## src/rtl/ptc_pkg.sv

```systemverilog
// Package for the presence table with codes: item types, operation codes,
// entry layout and sizing constants. No dependencies.
package ptc_pkg;

  localparam int unsigned Entries = 1024;
  localparam int unsigned AddrW   = (Entries > 1) ? $clog2(Entries) : 1;
  localparam int unsigned IdxW    = 10;
  localparam int unsigned CodeW   = 32;
  localparam int unsigned CountW  = 11;
  localparam int unsigned TotalW  = 64;
  localparam int unsigned OpW     = 3;
  // Generation tag stored with each entry; tag zero marks an empty entry.
  localparam int unsigned EpochW  = 8;

  localparam logic [OpW-1:0] OpInsert = 3'd0;
  localparam logic [OpW-1:0] OpRemove = 3'd1;
  localparam logic [OpW-1:0] OpClear  = 3'd2;
  localparam logic [OpW-1:0] OpCount  = 3'd3;
  localparam logic [OpW-1:0] OpQuery  = 3'd4;

  localparam logic [EpochW-1:0] EpochFirst = EpochW'(1);
  localparam logic [EpochW-1:0] EpochLast  = {EpochW{1'b1}};
  localparam logic [AddrW-1:0]  AddrLast   = AddrW'(Entries - 1);

  typedef struct packed {
    logic [OpW-1:0]          operation;
    logic [IdxW-1:0]         entry_index;
    logic signed [CodeW-1:0] code_value;
  } in_item_t;

  typedef struct packed {
    logic signed [CodeW-1:0]  reply_value;
    logic signed [TotalW-1:0] running_total;
    logic [CountW-1:0]        occupancy;
  } out_item_t;

  typedef struct packed {
    logic [CodeW-1:0]  code;
    logic [EpochW-1:0] tag;
  } entry_t;

  // Decisions of the execute step that the table controller carries out.
  typedef struct packed {
    logic write_entry;  // write the addressed entry back
    logic set_valid;    // written entry becomes valid (insert) or empty (remove)
    logic clear_all;    // advance the generation tag, or sweep when it runs out
  } exec_ctl_t;

  typedef enum logic [2:0] {
    StSweep = 3'b001,
    StIdle  = 3'b010,
    StExec  = 3'b100
  } state_e;

endpackage

```

## src/rtl/ptc_exec.sv

```systemverilog
// Execute step of the presence table: decodes one operation against the
// entry read from the table and the occupancy and total registers.
// Depends on ptc_pkg.
module ptc_exec (
  input  logic [ptc_pkg::OpW-1:0]    op_i,
  input  logic                       in_range_i,
  input  logic                       hit_i,
  input  logic [ptc_pkg::CodeW-1:0]  stored_code_i,
  input  logic [ptc_pkg::CountW-1:0] count_i,
  input  logic [ptc_pkg::TotalW-1:0] total_i,
  output ptc_pkg::exec_ctl_t         ctl_o,
  output logic [ptc_pkg::CodeW-1:0]  reply_o,
  output logic [ptc_pkg::CountW-1:0] count_o,
  output logic [ptc_pkg::TotalW-1:0] total_o
);

  logic add_reply;

  always_comb begin
    ctl_o     = '0;
    reply_o   = '0;
    count_o   = count_i;
    add_reply = 1'b0;
    unique case (op_i)
      ptc_pkg::OpInsert: begin
        if (in_range_i) begin
          ctl_o.write_entry = 1'b1;
          ctl_o.set_valid   = 1'b1;
          if (!hit_i) begin
            count_o = count_i + 1'b1;
          end
        end
      end
      ptc_pkg::OpRemove: begin
        if (in_range_i && hit_i) begin
          ctl_o.write_entry = 1'b1;
          count_o           = count_i - 1'b1;
        end
      end
      ptc_pkg::OpClear: begin
        ctl_o.clear_all = 1'b1;
        count_o         = '0;
      end
      ptc_pkg::OpCount: begin
        reply_o   = ptc_pkg::CodeW'(count_i);
        add_reply = 1'b1;
      end
      ptc_pkg::OpQuery: begin
        reply_o   = (in_range_i && hit_i) ? stored_code_i : '1;
        add_reply = 1'b1;
      end
      default: begin
        reply_o = '0;
      end
    endcase
  end

  // Replies enter the total sign-extended; a count is never negative.
  assign total_o = add_reply
                 ? total_i + {{(ptc_pkg::TotalW - ptc_pkg::CodeW){reply_o[ptc_pkg::CodeW-1]}},
                              reply_o}
                 : total_i;

endmodule

```

## config.mk

```make
export PLATFORM = sky130hd
export DESIGN_NAME = ptc_exec
export DESIGN_NICKNAME = d
export VERILOG_FILES = /design/src/rtl/ptc_pkg.sv /design/src/rtl/ptc_exec.sv
export SDC_FILE = /design/constraint.sdc
export NUM_CORES = 1
export LEC_CHECK = 0
export ABC_AREA = 1
export BUFFER_PORTS_ARGS = -buffer_cell sky130_fd_sc_hd__buf_4
export CAP_MARGIN = 40
export CELL_PAD_IN_SITES_DETAIL_PLACEMENT = 1
export CELL_PAD_IN_SITES_GLOBAL_PLACEMENT = 1
export CORE_MARGIN = 2
export CORE_UTILIZATION = 34
export DETAILED_ROUTE_END_ITERATION = 16
export PLACE_DENSITY = 0.94
export SETUP_SLACK_MARGIN = 0.4
export SLEW_MARGIN = 0
export SYNTH_ARGS = -nofsm -noshare
export SYNTH_HDL_FRONTEND = slang
export SYNTH_SLANG_ARGS = --single-unit
```

## constraint.sdc

```tcl
create_clock -name vclk -period 4.5
set_clock_uncertainty 0.2 [all_clocks]
set_input_delay 0.675 -clock vclk [all_inputs]
set_output_delay 0.675 -clock vclk [all_outputs]
set_load 0.005 [all_outputs]
```

==> qor.txt <==
Worst Path Arrival: 3.62 ns
vias: 12283
CORE AREA: 21760 um2
die area: 23360 um2
clock buf count: 0
DRC: 0
critical-path cell list: buf_4 > nor3_4 > buf_6 > inv_1 > buf_12 > nor2_4 > ha_4 > nand2_2 > nor2_1 > nand2_1 > nor2_1 > nand2_1 > nand3_4 > nand3_1 > nand2_1 > nand2_1 > nand3_1 > nand2_1 > buf_4
synth unique cells: 37
Slew Limit Fails: 0
DP Worst Slack: 0.03665 ns
Reg area: 0 um2
sequential area share after synthesis: 0%
Ys Warns: 0
Synth Instances: 1631
Yosys top cell by area: nand2_1
endpoints failing hold: 0
slowest stage delay, CP: 0.24 ns
Avg Cell Area, Syn: 4.617 um2
synthesis-to-layout area growth: 50.66%
Seq cells: 0
WL/cell: 22.62 um
Die W: 152.8 um
Vias/cell: 5.718
GPL Wtd Cong: 0.9697
ranking of synthesized cells by area: nand2_1 35%, inv_1 16%, ha_1 11%
HP Class: input port to output port
Top Ports: 222
Mapped Area: 7531 um2
pwr/cell area: 112.9 nW/um2
CP Launch Type: input port
top cells by count, synth: 700 x nand2_1, 331 x inv_1, 143 x nor2_1, 91 x nand3_1, 65 x ha_1
HP Start: total_i[55]
post-route ant nets: 0
gr usage total: 32.51%
worst vdd ir: 0.00005352 V
vias in the first global route: 12009
setup TNS: 0 ns
final WL: 48590 um
P_leak: 6.353 nW
post-synthesis net count: 1809
count leader, synth: nand2_1
placed cell areas: 9564 um2
worst-case hold path end point: total_o[55]
Final Cell Area: 11350 um2
hold depth: 4
post-synth top area share: 34.89%
Initial Util: 34.62%
Port Buf Inserts: 222
1st-iter DRT viols: 974
Cells after DPL: 2120
largest net degree at the start of global routing: 61
total power: 1.282 mW
worst-path maximum fanout: 21
Buf/Inv on CP: 5
FMAX: 0.2226 GHz
DR pass1 iterations: 5
CP Capture Type: output port
Post-DP HPWL: 32220 um
Chip Height: 152.8 um
ant diodes: 0
Crit-path slowest cell: nor3_4
status: complete, no violations
nets: 2048
initial antenna violation count: 0
Setup CP Type: input port to output port
layout cells sized above 1: 30.67%
Congestion Overflow GR: 0
hold_buf cts: 0
setup violators final: 0
Final period util: 99.83%
CP most frequent cell: nand2_1
Core Rows: 54
first-pass GRT wire length: 62130 um
Final WS setup: 0.007708 ns
Final Instance Count excl. Fillers: 2148
Req. time, crit path: 3.62 ns
unrepaired setup endpoints after global routing: true
critical path's top delay family: simple AND/OR/NAND/NOR gates
Rel. slew slack: 51.23%
# Max-Cap Violations: 0
worst slew pin tran: 0.7298 ns
min cycle time layout: 4.492 ns
power breakdown:
group	internal [mW]	total [mW]	switching, mW
Clock	0	0	0
Sequential	0	0	0
Combinational	0.503	1.28	0.778
Total	0.503	1.28	0.778
metal layers:
layer / share of wire [%] / global-route usage [%] / vias to the layer above / wire length [um]
met1: 36 / 39.92 / 5783 / 17580
li1: - / - / 5405 / -
met4: 9.0 / 12.35 / 0 / 4364
met5: 0 / 0 / - / 0
met2: 47 / 58.15 / 788 / 22830
met3: 7.8 / 3.657 / 307 / 3810
worst max path at each step:
stage / startpoint / end / cells after the start
3_3_place_gp: in_range_i / total_o[58] / 18
6_report: op_i[1] / total_o[37] / 19
4_1_cts: in_range_i / total_o[34] / 18
2_1_floorplan: op_i[1] / total_o[60] / 15
3_5_place_dp: in_range_i / total_o[34] / 18
5_1_grt: op_i[1] / total_o[37] / 19
logic make-up after synthesis:
group	share of synthesized area (%)
simple gates	57.60
fa+ha+maj	11.06
buf+inv	18.49
compound gates	9.005
xor+xnor	3.838
worst min-delay path, cell delays in order:
cell and delay, ns:
buf_4 0.09, nand2_1 0.04, nand2_1 0.05, buf_4 0.10
through the flow:
| stage | hold slack (ns) | utilization (%) |
|---|---|---|
| after floorplan | 1.184 | - |
| after global placement | 1.425 | 43.96 |
| after detailed placement | 1.430 | 43.96 |
| after CTS | 1.439 | 47.54 |
| after global routing | 1.463 | 52.15 |
| final | 1.434 | 52.15 |
timing repair:
| item | in CTS | in global routing |
|---|---|---|
| hold endpoints to repair | 0 | 0 |
| cloned | 2 | 3 |
| pin swaps | 7 | 21 |
| buffers inserted | 7 | 16 |
| gates resized for setup | 157 | 206 |
| endpoints found under the setup margin | 50 | 52 |
layout make-up:
| cell class | count | area (um2) |
|---|---|---|
| timing repair inverter | 1 | 5.005 |
| timing repair buffer | 258 | 2067 |
| inverter | 344 | 1296 |
| tap | 280 | 350.3 |
| fill | 3164 | 10410 |
| multi-input combinational | 1265 | 7627 |
cell usage in the layout (no fill, tap or decap), drive strengths merged:
cell	n
nand3b	9
o21ai	72
a221oi	1
inv	340
a31oi	1
a21oi	49
nor2	171
o211ai	4
o311ai	1
buf	256
nor4	2
nor3	24
clkbuf	2
and2	1
nand2	718
clkinvlp	1
fa	1
xor2	4
or2	2
clkinv	4
ha	65
nand3	96
xnor2	29
nand4	13
o21bai	2
Power figures use the tool's default switching activity.
